===== src/sv/tgdr_pkg.sv =====
// ----------------------------------------------------------------------------
// tgdr_pkg: shared types and constants for the turbine governor
// Q8.16 widths, saturation helper, micro-op codes and the config register set
// ----------------------------------------------------------------------------
package tgdr_pkg;

    // value and operand widths
    localparam int VAL_W      = 24;
    localparam int COEF_W     = 24;
    localparam int OPB_W      = 26;
    localparam int PROD_W     = COEF_W + OPB_W;
    localparam int FRAC_W     = 16;
    localparam int SAT_W      = 36;
    localparam int CFG_ADDR_W = 3;
    localparam int CFG_DATA_W = 24;

    // fixed-point constants
    localparam int Q_ONE      = 65536;
    localparam int ROUND_HALF = 32768;
    localparam int V_MAX      = 8388607;
    localparam int V_MIN      = -8388608;
    localparam int OMEGA_REF  = 65536;

    localparam logic signed [SAT_W-1:0] SAT_HI = SAT_W'(V_MAX);
    localparam logic signed [SAT_W-1:0] SAT_LO = SAT_W'(V_MIN);

    // config register indexes
    typedef enum logic [CFG_ADDR_W-1:0] {
        REG_DROOP_GAIN   = 3'd0,
        REG_TORQUE_MIN   = 3'd1,
        REG_TORQUE_MAX   = 3'd2,
        REG_GOV_GAIN     = 3'd3,
        REG_SERVO_GAIN   = 3'd4,
        REG_REHEAT_GAIN  = 3'd5,
        REG_SERVO_LEAD   = 3'd6,
        REG_REHEAT_LEAD  = 3'd7
    } cfg_reg_t;

    // config register set
    typedef struct packed {
        logic        [22:0] droop_gain;
        logic signed [23:0] torque_min;
        logic signed [23:0] torque_max;
        logic        [16:0] gov_gain;
        logic        [16:0] servo_gain;
        logic        [16:0] reheat_gain;
        logic        [17:0] servo_lead_ratio;
        logic        [17:0] reheat_lead_ratio;
    } cfg_t;

    // micro-ops of the shared multiplier
    typedef enum logic [3:0] {
        OP_NONE    = 4'd0,
        OP_DROOP   = 4'd1,
        OP_T2      = 4'd2,
        OP_LEADX   = 4'd3,
        OP_T3      = 4'd4,
        OP_GOV     = 4'd5,
        OP_SERVO   = 4'd6,
        OP_REHEAT  = 4'd7,
        OP_TORQ    = 4'd8,
        OP_INIT_X2 = 4'd9,
        OP_INIT_X3 = 4'd10
    } op_t;

    // sequencer to datapath control
    typedef struct packed {
        logic start;
        logic is_init;
        logic load_out;
        op_t  op;
    } ctrl_t;

    // saturate a wide signed value to the 24 bit field range
    function automatic logic signed [VAL_W-1:0] sat_val(input logic signed [SAT_W-1:0] v);
        logic signed [SAT_W-1:0] t;
        t = v;
        if (t > SAT_HI) begin
            t = SAT_HI;
        end
        if (t < SAT_LO) begin
            t = SAT_LO;
        end
        return t[VAL_W-1:0];
    endfunction

endpackage


===== src/sv/turbine_governor_droop_reheat.sv =====
// ----------------------------------------------------------------------------
// turbine_governor_droop_reheat: steam turbine governor with reheat
// droop demand, clamp and three Euler lag stages on one shared multiplier
//
//  channel  dir  tdata             tuser
//  s_       in   value[23:0]       req_type (0 init, 1 step)
//  m_       out  mech_torque[23:0] demand_clamped
//  cfg_     in   write only, cfg_addr selects one of eight registers
//
//  A step word's result is raised once nine products (four on init) have run
//  one after another through the single multiplier and its product register.
//  s_tready is high only while no word is in work and rises with the result,
//  so a new word is taken only after the last one's result is loaded. A result
//  held back by m_tready stalls the next word at the end of its run. Reset is
//  synchronous, clears the state and restores the register defaults.
// ----------------------------------------------------------------------------
module turbine_governor_droop_reheat (
    input  logic                                 aclk,
    input  logic                                 aresetn,
    input  logic                                 s_tvalid,
    output logic                                 s_tready,
    input  logic [23:0]                          s_tdata,   // value
    input  logic                                 s_tuser,   // req_type
    output logic                                 m_tvalid,
    input  logic                                 m_tready,
    output logic [23:0]                          m_tdata,   // mech_torque
    output logic                                 m_tuser,   // demand_clamped
    input  logic                                 cfg_wr_en,
    input  logic [tgdr_pkg::CFG_ADDR_W-1:0]      cfg_addr,
    input  logic [tgdr_pkg::CFG_DATA_W-1:0]      cfg_wdata
);

    tgdr_pkg::cfg_t  cfg_reg, cfg_next;
    tgdr_pkg::ctrl_t ctrl;

    logic signed [tgdr_pkg::COEF_W-1:0] mul_a;
    logic signed [tgdr_pkg::OPB_W-1:0]  mul_b;
    logic signed [tgdr_pkg::VAL_W-1:0]  mul_r;
    logic signed [tgdr_pkg::VAL_W-1:0]  out_torque;
    logic                               out_clamped;

    // config register writes
    always_comb begin
        cfg_next = cfg_reg;
        if (cfg_wr_en) begin
            case (tgdr_pkg::cfg_reg_t'(cfg_addr))
                tgdr_pkg::REG_DROOP_GAIN:  cfg_next.droop_gain        = cfg_wdata[22:0];
                tgdr_pkg::REG_TORQUE_MIN:  cfg_next.torque_min        = cfg_wdata[23:0];
                tgdr_pkg::REG_TORQUE_MAX:  cfg_next.torque_max        = cfg_wdata[23:0];
                tgdr_pkg::REG_GOV_GAIN:    cfg_next.gov_gain          = cfg_wdata[16:0];
                tgdr_pkg::REG_SERVO_GAIN:  cfg_next.servo_gain        = cfg_wdata[16:0];
                tgdr_pkg::REG_REHEAT_GAIN: cfg_next.reheat_gain       = cfg_wdata[16:0];
                tgdr_pkg::REG_SERVO_LEAD:  cfg_next.servo_lead_ratio  = cfg_wdata[17:0];
                tgdr_pkg::REG_REHEAT_LEAD: cfg_next.reheat_lead_ratio = cfg_wdata[17:0];
                default: cfg_next = cfg_reg;
            endcase
        end
    end

    always_ff @(posedge aclk) begin
        if (!aresetn) begin
            cfg_reg.droop_gain        <= 23'd1310720;
            cfg_reg.torque_min        <= 24'sd0;
            cfg_reg.torque_max        <= 24'sd78643;
            cfg_reg.gov_gain          <= 17'd655;
            cfg_reg.servo_gain        <= 17'd655;
            cfg_reg.reheat_gain       <= 17'd655;
            cfg_reg.servo_lead_ratio  <= 18'd0;
            cfg_reg.reheat_lead_ratio <= 18'd0;
        end else begin
            cfg_reg <= cfg_next;
        end
    end

    // sequencer
    tgdr_seq u_seq (
        .aclk     (aclk),
        .aresetn  (aresetn),
        .s_tvalid (s_tvalid),
        .s_tready (s_tready),
        .s_tuser  (s_tuser),
        .m_tvalid (m_tvalid),
        .m_tready (m_tready),
        .ctrl_o   (ctrl)
    );

    // state and operand routing
    tgdr_datapath u_dp (
        .aclk          (aclk),
        .aresetn       (aresetn),
        .ctrl_i        (ctrl),
        .cfg_i         (cfg_reg),
        .value_i       (s_tdata),
        .mul_a_o       (mul_a),
        .mul_b_o       (mul_b),
        .mul_r_i       (mul_r),
        .out_torque_o  (out_torque),
        .out_clamped_o (out_clamped)
    );

    // shared multiplier
    tgdr_mul u_mul (
        .aclk (aclk),
        .a_i  (mul_a),
        .b_i  (mul_b),
        .r_o  (mul_r)
    );

    assign m_tdata = out_torque;
    assign m_tuser = out_clamped;

endmodule


===== src/sv/tgdr_mul.sv =====
// ----------------------------------------------------------------------------
// tgdr_mul: shared Q8.16 multiplier
// registered signed product, then round half up and saturate on the way out
// ----------------------------------------------------------------------------
module tgdr_mul (
    input  logic                                  aclk,
    input  logic signed [tgdr_pkg::COEF_W-1:0]    a_i,
    input  logic signed [tgdr_pkg::OPB_W-1:0]     b_i,
    output logic signed [tgdr_pkg::VAL_W-1:0]     r_o
);

    logic signed [tgdr_pkg::PROD_W-1:0] prod_reg;
    logic signed [tgdr_pkg::PROD_W-1:0] prod_next;
    logic signed [tgdr_pkg::PROD_W-1:0] rnd;
    logic signed [tgdr_pkg::PROD_W-tgdr_pkg::FRAC_W-1:0] shifted;

    // full product
    always_comb begin
        prod_next = tgdr_pkg::PROD_W'(a_i) * tgdr_pkg::PROD_W'(b_i);
    end

    always_ff @(posedge aclk) begin
        prod_reg <= prod_next;
    end

    // round half up, floor shift, saturate
    always_comb begin
        rnd     = prod_reg + tgdr_pkg::PROD_W'(tgdr_pkg::ROUND_HALF);
        shifted = rnd[tgdr_pkg::PROD_W-1:tgdr_pkg::FRAC_W];
        r_o     = tgdr_pkg::sat_val(tgdr_pkg::SAT_W'(shifted));
    end

endmodule


===== src/sv/tgdr_seq.sv =====
// ----------------------------------------------------------------------------
// tgdr_seq: micro-op sequencer
// handshakes, step counter and the op schedule for init and step words
// ----------------------------------------------------------------------------
module tgdr_seq (
    input  logic                aclk,
    input  logic                aresetn,
    input  logic                s_tvalid,
    output logic                s_tready,
    input  logic                s_tuser,
    output logic                m_tvalid,
    input  logic                m_tready,
    output tgdr_pkg::ctrl_t     ctrl_o
);

    localparam int CNT_W = 4;
    localparam logic [CNT_W-1:0] LAST_STEP = 4'd11;
    localparam logic [CNT_W-1:0] LAST_INIT = 4'd6;

    typedef enum logic [2:0] {
        ST_IDLE = 3'b001,
        ST_RUN  = 3'b010,
        ST_HOLD = 3'b100
    } state_t;

    state_t            state_reg, state_next;
    logic [CNT_W-1:0]  cnt_reg, cnt_next;
    logic              init_reg, init_next;
    logic              mvalid_reg, mvalid_next;
    logic              accept;
    logic              last;
    logic              load;
    tgdr_pkg::op_t     op;

    // op issued at each count
    function automatic tgdr_pkg::op_t sched(input logic is_init, input logic [CNT_W-1:0] c);
        tgdr_pkg::op_t o;
        o = tgdr_pkg::OP_NONE;
        if (is_init) begin
            case (c)
                4'd0:    o = tgdr_pkg::OP_INIT_X2;
                4'd1:    o = tgdr_pkg::OP_LEADX;
                4'd3:    o = tgdr_pkg::OP_INIT_X3;
                4'd4:    o = tgdr_pkg::OP_TORQ;
                default: o = tgdr_pkg::OP_NONE;
            endcase
        end else begin
            case (c)
                4'd0:    o = tgdr_pkg::OP_DROOP;
                4'd1:    o = tgdr_pkg::OP_T2;
                4'd2:    o = tgdr_pkg::OP_LEADX;
                4'd3:    o = tgdr_pkg::OP_GOV;
                4'd4:    o = tgdr_pkg::OP_T3;
                4'd5:    o = tgdr_pkg::OP_SERVO;
                4'd6:    o = tgdr_pkg::OP_REHEAT;
                4'd7:    o = tgdr_pkg::OP_LEADX;
                4'd9:    o = tgdr_pkg::OP_TORQ;
                default: o = tgdr_pkg::OP_NONE;
            endcase
        end
        return o;
    endfunction

    assign s_tready = (state_reg == ST_IDLE);
    assign accept   = s_tvalid && s_tready;
    assign last     = init_reg ? (cnt_reg == LAST_INIT) : (cnt_reg == LAST_STEP);
    assign m_tvalid = mvalid_reg;

    // next state and output load
    always_comb begin
        state_next = state_reg;
        cnt_next   = cnt_reg;
        init_next  = init_reg;
        load       = 1'b0;
        op         = tgdr_pkg::OP_NONE;
        case (state_reg)
            ST_IDLE: begin
                if (accept) begin
                    cnt_next   = '0;
                    init_next  = ~s_tuser;
                    state_next = ST_RUN;
                end
            end
            ST_RUN: begin
                op       = sched(init_reg, cnt_reg);
                cnt_next = cnt_reg + 1'b1;
                if (last) begin
                    if (!mvalid_reg || m_tready) begin
                        load       = 1'b1;
                        state_next = ST_IDLE;
                    end else begin
                        state_next = ST_HOLD;
                    end
                end
            end
            ST_HOLD: begin
                if (m_tready) begin
                    load       = 1'b1;
                    state_next = ST_IDLE;
                end
            end
            default: begin
                state_next = ST_IDLE;
            end
        endcase
        if (load) begin
            mvalid_next = 1'b1;
        end else if (m_tready) begin
            mvalid_next = 1'b0;
        end else begin
            mvalid_next = mvalid_reg;
        end
    end

    always_ff @(posedge aclk) begin
        if (!aresetn) begin
            state_reg  <= ST_IDLE;
            cnt_reg    <= '0;
            init_reg   <= 1'b0;
            mvalid_reg <= 1'b0;
        end else begin
            state_reg  <= state_next;
            cnt_reg    <= cnt_next;
            init_reg   <= init_next;
            mvalid_reg <= mvalid_next;
        end
    end

    // control to the datapath
    always_comb begin
        ctrl_o.start    = accept;
        ctrl_o.is_init  = ~s_tuser;
        ctrl_o.load_out = load;
        ctrl_o.op       = op;
    end

endmodule


===== src/sv/tgdr_datapath.sv =====
// ----------------------------------------------------------------------------
// tgdr_datapath: governor state and operand routing
// feeds the shared multiplier and folds each product back into the state
// ----------------------------------------------------------------------------
module tgdr_datapath (
    input  logic                                aclk,
    input  logic                                aresetn,
    input  tgdr_pkg::ctrl_t                     ctrl_i,
    input  tgdr_pkg::cfg_t                      cfg_i,
    input  logic signed [tgdr_pkg::VAL_W-1:0]   value_i,
    output logic signed [tgdr_pkg::COEF_W-1:0]  mul_a_o,
    output logic signed [tgdr_pkg::OPB_W-1:0]   mul_b_o,
    input  logic signed [tgdr_pkg::VAL_W-1:0]   mul_r_i,
    output logic signed [tgdr_pkg::VAL_W-1:0]   out_torque_o,
    output logic                                out_clamped_o
);

    localparam int VW = tgdr_pkg::VAL_W;
    localparam int DW = tgdr_pkg::VAL_W + 1;

    typedef logic signed [VW-1:0] val_t;

    val_t v_reg, v_next;
    val_t sp_reg, sp_next;
    val_t x1_reg, x1_next;
    val_t x2_reg, x2_next;
    val_t x3_reg, x3_next;
    val_t dem_reg, dem_next;
    val_t t2_reg, t2_next;
    val_t t3_reg, t3_next;
    val_t u_reg, u_next;
    val_t tm_reg, tm_next;
    val_t otm_reg, otm_next;
    logic clamp_reg, clamp_next;
    logic oclamp_reg, oclamp_next;
    tgdr_pkg::op_t post_op_reg;

    logic signed [DW-1:0]              dem_sum;
    logic signed [tgdr_pkg::COEF_W-1:0] one_l3;
    logic signed [tgdr_pkg::COEF_W-1:0] one_l4;

    assign one_l3 = tgdr_pkg::COEF_W'(tgdr_pkg::Q_ONE)
                  - tgdr_pkg::COEF_W'({1'b0, cfg_i.servo_lead_ratio});
    assign one_l4 = tgdr_pkg::COEF_W'(tgdr_pkg::Q_ONE)
                  - tgdr_pkg::COEF_W'({1'b0, cfg_i.reheat_lead_ratio});

    // operand select for the op being issued
    always_comb begin
        mul_a_o = '0;
        mul_b_o = '0;
        case (ctrl_i.op)
            tgdr_pkg::OP_DROOP: begin
                mul_a_o = tgdr_pkg::COEF_W'({1'b0, cfg_i.droop_gain});
                mul_b_o = tgdr_pkg::OPB_W'(tgdr_pkg::OMEGA_REF) - tgdr_pkg::OPB_W'(v_reg);
            end
            tgdr_pkg::OP_T2, tgdr_pkg::OP_INIT_X2: begin
                mul_a_o = one_l3;
                mul_b_o = tgdr_pkg::OPB_W'(x1_reg);
            end
            tgdr_pkg::OP_LEADX: begin
                mul_a_o = tgdr_pkg::COEF_W'({1'b0, cfg_i.servo_lead_ratio});
                mul_b_o = tgdr_pkg::OPB_W'(x1_reg);
            end
            tgdr_pkg::OP_T3, tgdr_pkg::OP_INIT_X3: begin
                mul_a_o = one_l4;
                mul_b_o = tgdr_pkg::OPB_W'(u_reg);
            end
            tgdr_pkg::OP_GOV: begin
                mul_a_o = tgdr_pkg::COEF_W'({1'b0, cfg_i.gov_gain});
                mul_b_o = tgdr_pkg::OPB_W'(dem_reg) - tgdr_pkg::OPB_W'(x1_reg);
            end
            tgdr_pkg::OP_SERVO: begin
                mul_a_o = tgdr_pkg::COEF_W'({1'b0, cfg_i.servo_gain});
                mul_b_o = tgdr_pkg::OPB_W'(t2_reg) - tgdr_pkg::OPB_W'(x2_reg);
            end
            tgdr_pkg::OP_REHEAT: begin
                mul_a_o = tgdr_pkg::COEF_W'({1'b0, cfg_i.reheat_gain});
                mul_b_o = tgdr_pkg::OPB_W'(t3_reg) - tgdr_pkg::OPB_W'(x3_reg);
            end
            tgdr_pkg::OP_TORQ: begin
                mul_a_o = tgdr_pkg::COEF_W'({1'b0, cfg_i.reheat_lead_ratio});
                mul_b_o = tgdr_pkg::OPB_W'(u_reg);
            end
            default: begin
                mul_a_o = '0;
                mul_b_o = '0;
            end
        endcase
    end

    assign dem_sum = DW'(sp_reg) + DW'(mul_r_i);

    // write-back of the finished product, word capture and output load
    always_comb begin
        v_next      = v_reg;
        sp_next     = sp_reg;
        x1_next     = x1_reg;
        x2_next     = x2_reg;
        x3_next     = x3_reg;
        dem_next    = dem_reg;
        t2_next     = t2_reg;
        t3_next     = t3_reg;
        u_next      = u_reg;
        tm_next     = tm_reg;
        clamp_next  = clamp_reg;
        otm_next    = otm_reg;
        oclamp_next = oclamp_reg;

        if (ctrl_i.start) begin
            v_next     = value_i;
            clamp_next = 1'b0;
            if (ctrl_i.is_init) begin
                sp_next = value_i;
                x1_next = value_i;
            end
        end

        case (post_op_reg)
            tgdr_pkg::OP_DROOP: begin
                // upper limit first, lower limit wins when they cross
                dem_next = dem_sum[VW-1:0];
                if (dem_sum > DW'(cfg_i.torque_max)) begin
                    dem_next   = cfg_i.torque_max;
                    clamp_next = 1'b1;
                end
                if (DW'(dem_next) < DW'(cfg_i.torque_min) ||
                    (dem_sum < DW'(cfg_i.torque_min) &&
                     !(dem_sum > DW'(cfg_i.torque_max)))) begin
                    dem_next   = cfg_i.torque_min;
                    clamp_next = 1'b1;
                end
            end
            tgdr_pkg::OP_T2:      t2_next = mul_r_i;
            tgdr_pkg::OP_INIT_X2: x2_next = mul_r_i;
            tgdr_pkg::OP_LEADX:
                u_next = tgdr_pkg::sat_val(tgdr_pkg::SAT_W'(x2_reg) + tgdr_pkg::SAT_W'(mul_r_i));
            tgdr_pkg::OP_T3:      t3_next = mul_r_i;
            tgdr_pkg::OP_INIT_X3: x3_next = mul_r_i;
            tgdr_pkg::OP_GOV:
                x1_next = tgdr_pkg::sat_val(tgdr_pkg::SAT_W'(x1_reg) + tgdr_pkg::SAT_W'(mul_r_i));
            tgdr_pkg::OP_SERVO:
                x2_next = tgdr_pkg::sat_val(tgdr_pkg::SAT_W'(x2_reg) + tgdr_pkg::SAT_W'(mul_r_i));
            tgdr_pkg::OP_REHEAT:
                x3_next = tgdr_pkg::sat_val(tgdr_pkg::SAT_W'(x3_reg) + tgdr_pkg::SAT_W'(mul_r_i));
            tgdr_pkg::OP_TORQ:
                tm_next = tgdr_pkg::sat_val(tgdr_pkg::SAT_W'(x3_reg) + tgdr_pkg::SAT_W'(mul_r_i));
            default: begin
            end
        endcase

        if (ctrl_i.load_out) begin
            otm_next    = tm_reg;
            oclamp_next = clamp_reg;
        end
    end

    // lag states and setpoint, cleared by reset
    always_ff @(posedge aclk) begin
        if (!aresetn) begin
            sp_reg      <= '0;
            x1_reg      <= '0;
            x2_reg      <= '0;
            x3_reg      <= '0;
            post_op_reg <= tgdr_pkg::OP_NONE;
        end else begin
            sp_reg      <= sp_next;
            x1_reg      <= x1_next;
            x2_reg      <= x2_next;
            x3_reg      <= x3_next;
            post_op_reg <= ctrl_i.op;
        end
    end

    // working values and output word
    always_ff @(posedge aclk) begin
        v_reg      <= v_next;
        dem_reg    <= dem_next;
        t2_reg     <= t2_next;
        t3_reg     <= t3_next;
        u_reg      <= u_next;
        tm_reg     <= tm_next;
        clamp_reg  <= clamp_next;
        otm_reg    <= otm_next;
        oclamp_reg <= oclamp_next;
    end

    assign out_torque_o  = otm_reg;
    assign out_clamped_o = oclamp_reg;

endmodule


===== config.mk =====
export PLATFORM = sky130hd
export DESIGN_NAME = turbine_governor_droop_reheat
export DESIGN_NICKNAME = d
export VERILOG_FILES = /design/src/sv/tgdr_pkg.sv /design/src/sv/turbine_governor_droop_reheat.sv /design/src/sv/tgdr_mul.sv /design/src/sv/tgdr_seq.sv /design/src/sv/tgdr_datapath.sv
export SDC_FILE = /design/constraint.sdc
export NUM_CORES = 2
export LEC_CHECK = 0
export BUFFER_PORTS_ARGS = -buffer_cell sky130_fd_sc_hd__buf_2
export CAP_MARGIN = 20
export CORE_AREA = 2 2 292 583
export CTS_BUF_LIST = sky130_fd_sc_hd__clkbuf_16
export CTS_CLUSTER_DIAMETER = 40
export CTS_CLUSTER_SIZE = 8
export DETAILED_ROUTE_END_ITERATION = 6
export DIE_AREA = 0 0 294 585
export PLACE_DENSITY_LB_ADDON = 0.3
export RECOVER_POWER = 50
export SKIP_CTS_REPAIR_TIMING = 1
export SLEW_MARGIN = 0
export SYNTH_ARGS = -nofsm -noshare
export SYNTH_HDL_FRONTEND = slang
export SYNTH_SLANG_ARGS = --single-unit

===== constraint.sdc =====
create_clock -name aclk -period 10.8 [get_ports aclk]
set_input_delay 2.7 -clock aclk [delete_from_list [all_inputs] [get_ports aclk]]
set_output_delay 2.7 -clock aclk [all_outputs]
set_load 0.05 [all_outputs]

==> Implementation_results.wiki <==
{| class="wikitable"
! Metric !! Value
|-
| Synth cell types || 107
|-
| Count of state elements after synthesis || about 480
|-
| Worst hold-check path type || reg2reg
|-
| Maximum fanout along the worst path || 15
|-
| Count of buffers inserted at the top-level ports || 83
|-
| Critical path's top delay family || adder cells
|-
| Post-Route Utilization || 36.24%
|-
| Wirelength per Cell || 22.16 um
|-
| Final cell area excluding filler cells || slightly above 0.06 sq mm
|-
| Data arrival at the endpoint of the critical path || roughly 11000 ps
|-
| Number of maximum-capacitance violations || 4
|-
| Netlist area before placement || between 0.05 and 0.06 sq mm
|-
| Synthesis warning total || 0
|-
| Area growth from synthesis to layout || 13.87%
|-
| Area fraction of the dominant cell type after synthesis || about 24%
|-
| Initial DRT Pass Iterations || 7
|-
| H-tree levels || 3
|-
| CP most frequent cell || sky130_fd_sc_hd__fa_1
|-
| Fraction of registers with async set or reset after synthesis || 0%
|-
| Pin count of the biggest net entering global routing || 80
|-
| Total wirelength of the detailed-routed design || 189400 um
|-
| HPWL after detailed placement || 151900 um
|-
| Fraction of the cycle the final worst path needs || between 90% and 100%
|-
| Sinks on the clock net || between 400 and 500
|-
| Slew of the pin with the lowest slew margin || 3446 ps
|-
| Die Footprint || 0.1720 sq mm
|-
| Source-to-sink clock delay at the later pin of the worst-skew pair || approximately 670 ps
|-
| Met1 Track Usage GR || about 30%
|-
| Fin. Hold Viols || 0
|-
| Overall die height || between 500 and 600 um
|-
| First-pass GRT wire length || about 290000 um
|-
| Leakage Power || approximately 0.027 uW
|-
| Total global routing overflow || 0
|-
| Number of global-route vias before repair || about 45000
|-
| Placeable core region || between 0.15 and 0.2 sq mm
|-
| Category of the worst setup path launch point || flop
|-
| Area after DPL || ~0.057 sq mm
|-
| Count of pins on the block boundary || 84
|-
| Area leader, netlist || sky130_fd_sc_hd__fa_1
|-
| Clock slew at the register clock pins of the worst setup and hold paths || ~50 ps
|-
| Via total after detailed routing || about 45000
|-
| Synthesized area divided by synthesized cell count || between 8 and 9 sq um
|-
| Effective utilization at floorplan || roughly a third
|-
| Number of DRC markers after the initial detailed-route iteration || between 3000 and 4000
|-
| Largest family of logic cells by synthesized area || adder cells
|-
| Largest stage delay on the critical path || approximately 560 ps
|-
| Met2 Use GR || a little over a third
|-
| Net count after synthesis || about 7200
|-
| Chip width || 294 um
|-
| Sequential Power Share || a little under a third
|-
| Count of standard-cell rows || between 200 and 250
|-
| Worst slew slack as a fraction of its limit || -129.7%
|-
| Synth Flop Type || sky130_fd_sc_hd__dfxtp_1
|-
| Violations in the final reports || design-rule violations, max-capacitance violations, max-slew violations
|-
| Via-per-instance ratio || between 5 and 6
|-
| Area fraction in and, or, nand and nor cells after synthesis || 17.07%
|-
| Crit end category || flop
|-
| Clock power share || ~46%
|-
| Number of endpoints failing setup at the final stage || 0
|-
| Detailed-route DRC error count || 2
|-
| Path type of the worst setup path || reg2reg
|-
| Remaining antenna violation count || 0
|-
| Sequential cell area fraction in the yosys report || between 20% and 30%
|-
| Post-layout net count || 7400
|-
| Buf+Inv Stages, Crit Path || 7
|-
| Clock skew || 40.89 ps
|-
| Total Routing Usage GR || a little over a fifth
|-
| Weighted congestion at the end of routability-driven global placement || ~1.0
|-
| Critical path depth || 34
|-
| Total power per unit cell area || about 110 mW/mm^2
|-
| Maximum buffer depth of the clock tree || 3
|-
| Post-synth EDFFs || around 170
|-
| Highest-utilization routing layer at the global route stage || met2
|-
| Layout fillers || ~17000
|-
| Worst-case reg-to-reg path depth || 34
|-
| Net Sw Power || 2025 uW
|-
| Count of mapped cells out of synthesis || 6151
|-
| Slowest library cell on the worst path || sky130_fd_sc_hd__fa_1
|-
| Final critical delay including setup and external delays || between 10000 and 15000 ps
|-
| Most instantiated library cell after synthesis || sky130_fd_sc_hd__nand2_1
|-
| Flip-flop count of the largest register after layout || 158
|-
| Fin. max-slew vios || roughly 200
|-
| Met3 Use GR || ~3.2%
|-
| Number of buffers inserted during clock tree synthesis || 99
|-
| Most numerous cell types in the synthesized netlist || sky130_fd_sc_hd__nand2_1, sky130_fd_sc_hd__inv_1, sky130_fd_sc_hd__fa_1
|-
| Timing-limited maximum frequency || approximately 95 MHz
|-
| Gate power share || a little under a quarter
|-
| Xor-xnor portion of the synthesized cell area || between 3 and 4%
|-
| Number of cells on the worst hold path || 0
|-
| Compound-gate portion of the synthesized area || approximately 15%
|-
| Fraction of final layout cells sized beyond drive strength 1 || 9.149%
|-
| Worst IR Drop VDD || about 0.00014 V
|-
| Status || finished, violations left
|-
| Synth area leaders || sky130_fd_sc_hd__fa_1, sky130_fd_sc_hd__dfxtp_1, sky130_fd_sc_hd__edfxtp_1, sky130_fd_sc_hd__ha_1, sky130_fd_sc_hd__nand2_1
|-
| Switching Share || a little under a third
|-
| Antenna violations before repair || 6
|-
| Internal || around 4400 uW
|-
| CTS tree || built
|-
| Fraction of the mapped netlist area in adder cells || 33.46%
|-
| Post-synthesis mux area share || under 10%
|-
| Critical Path RT || 11340 ps
|-
| Root buf cell || sky130_fd_sc_hd__clkbuf_16
|}
[per-layer routing]
metal	wire, um	share of wire (%)
met1	81200	43
met2	86430	46
met3	13310	7.0
met4	8435	4.5
met5	18	0.0095
[power groups by stage]
stage          registers, uW  clock network, uW  logic [uW]
6_report                2000               2960        1460
5_1_grt                 2000               3070        1570
4_1_cts                 2000               2980        1450
3_5_place_dp            2030                  0        1440
3_3_place_gp            2030                  0        1440
2_1_floorplan           2010                  0         875
[kinds of logic after synthesis]
kind of cell,Yosys count
muxes,68
buffers and inverters,1112
and+or+nand+nor,2012
AOI/OAI and AO/OA,1198
adders and majority gates,1044
DFF,476
xor gates and xnor gates,241
[cells in the final DEF, fill, tap and decap left out, types with 24 or more instances in the layout]
cell type and instances:
sky130_fd_sc_hd__o21bai_1 26, sky130_fd_sc_hd__dfxtp_1 307, sky130_fd_sc_hd__a21o_1 123, sky130_fd_sc_hd__and3_1 32
sky130_fd_sc_hd__o21ai_0 215, sky130_fd_sc_hd__and2_1 126, sky130_fd_sc_hd__nor3_1 64, sky130_fd_sc_hd__buf_2 56
sky130_fd_sc_hd__nor2b_1 44, sky130_fd_sc_hd__clkbuf_16 104, sky130_fd_sc_hd__o22ai_1 24, sky130_fd_sc_hd__ha_1 385
sky130_fd_sc_hd__o21a_1 34, sky130_fd_sc_hd__buf_4 217, sky130_fd_sc_hd__nor2_1 255, sky130_fd_sc_hd__a221oi_1 27
sky130_fd_sc_hd__nand2_1 1115, sky130_fd_sc_hd__a21oi_1 276, sky130_fd_sc_hd__a31oi_1 28, sky130_fd_sc_hd__nand4_1 55
sky130_fd_sc_hd__xnor2_1 142, sky130_fd_sc_hd__o211ai_1 28, sky130_fd_sc_hd__nand2b_1 73, sky130_fd_sc_hd__or3_1 28
sky130_fd_sc_hd__inv_1 858, sky130_fd_sc_hd__fa_1 643, sky130_fd_sc_hd__clkbuf_1 56, sky130_fd_sc_hd__nand3_1 94
sky130_fd_sc_hd__edfxtp_1 169, sky130_fd_sc_hd__mux2_2 48, sky130_fd_sc_hd__a21boi_0 170, sky130_fd_sc_hd__xor2_1 98
sky130_fd_sc_hd__a211oi_1 27
[cell type report]
cell class	count	area (sq um)	share of cell area [%]
Antenna cell	4	10.01	0.01648
Clock buffer	104	2603	4.284
Clock inverter	76	636.9	1.048
Inverter	840	3153	5.191
Multi-Input combinational cell	4563	38210	62.91
Sequential cell	476	11220	18.47
Tap cell	2150	2690	4.429
Timing Repair Buffer	335	2217	3.650
[worst paths after layout]
kind / startpoint / to / slack (ps)
worst max-delay path: u_seq.cnt_reg[0]$_SDFFE_PN0P_ / u_mul.prod_reg[49]$_DFF_P_ / 260
worst min-delay path: u_dp.tm_reg[5]$_SDFFCE_PP0N_ / u_dp.out_torque_o[5]$_DFFE_PP_ / 410
worst max register to register: u_seq.cnt_reg[0]$_SDFFE_PN0P_ / u_mul.prod_reg[49]$_DFF_P_ / 260
worst min register to register: u_dp.tm_reg[5]$_SDFFCE_PP0N_ / u_dp.out_torque_o[5]$_DFFE_PP_ / 410
[stage by stage]
step | std cells | TNS [ps] | worst slack (ps) | hold WS, ps | power [uW]
final | 8548 | 0 | 261.8 | 407.2 | 6430
after detailed placement | 8355 | -2182 | -450.2 | 404.5 | 3469
after global routing | 8544 | -14.02 | -14.02 | 411.1 | 6643
after CTS | 8535 | -2626 | -500.2 | 412.2 | 6433
after floorplan | 6151 | 0 | 516.9 | 400.3 | 2884
after global placement | 8354 | -1438 | -377.6 | 400.7 | 3469
(Power assumes the default switching activity.)
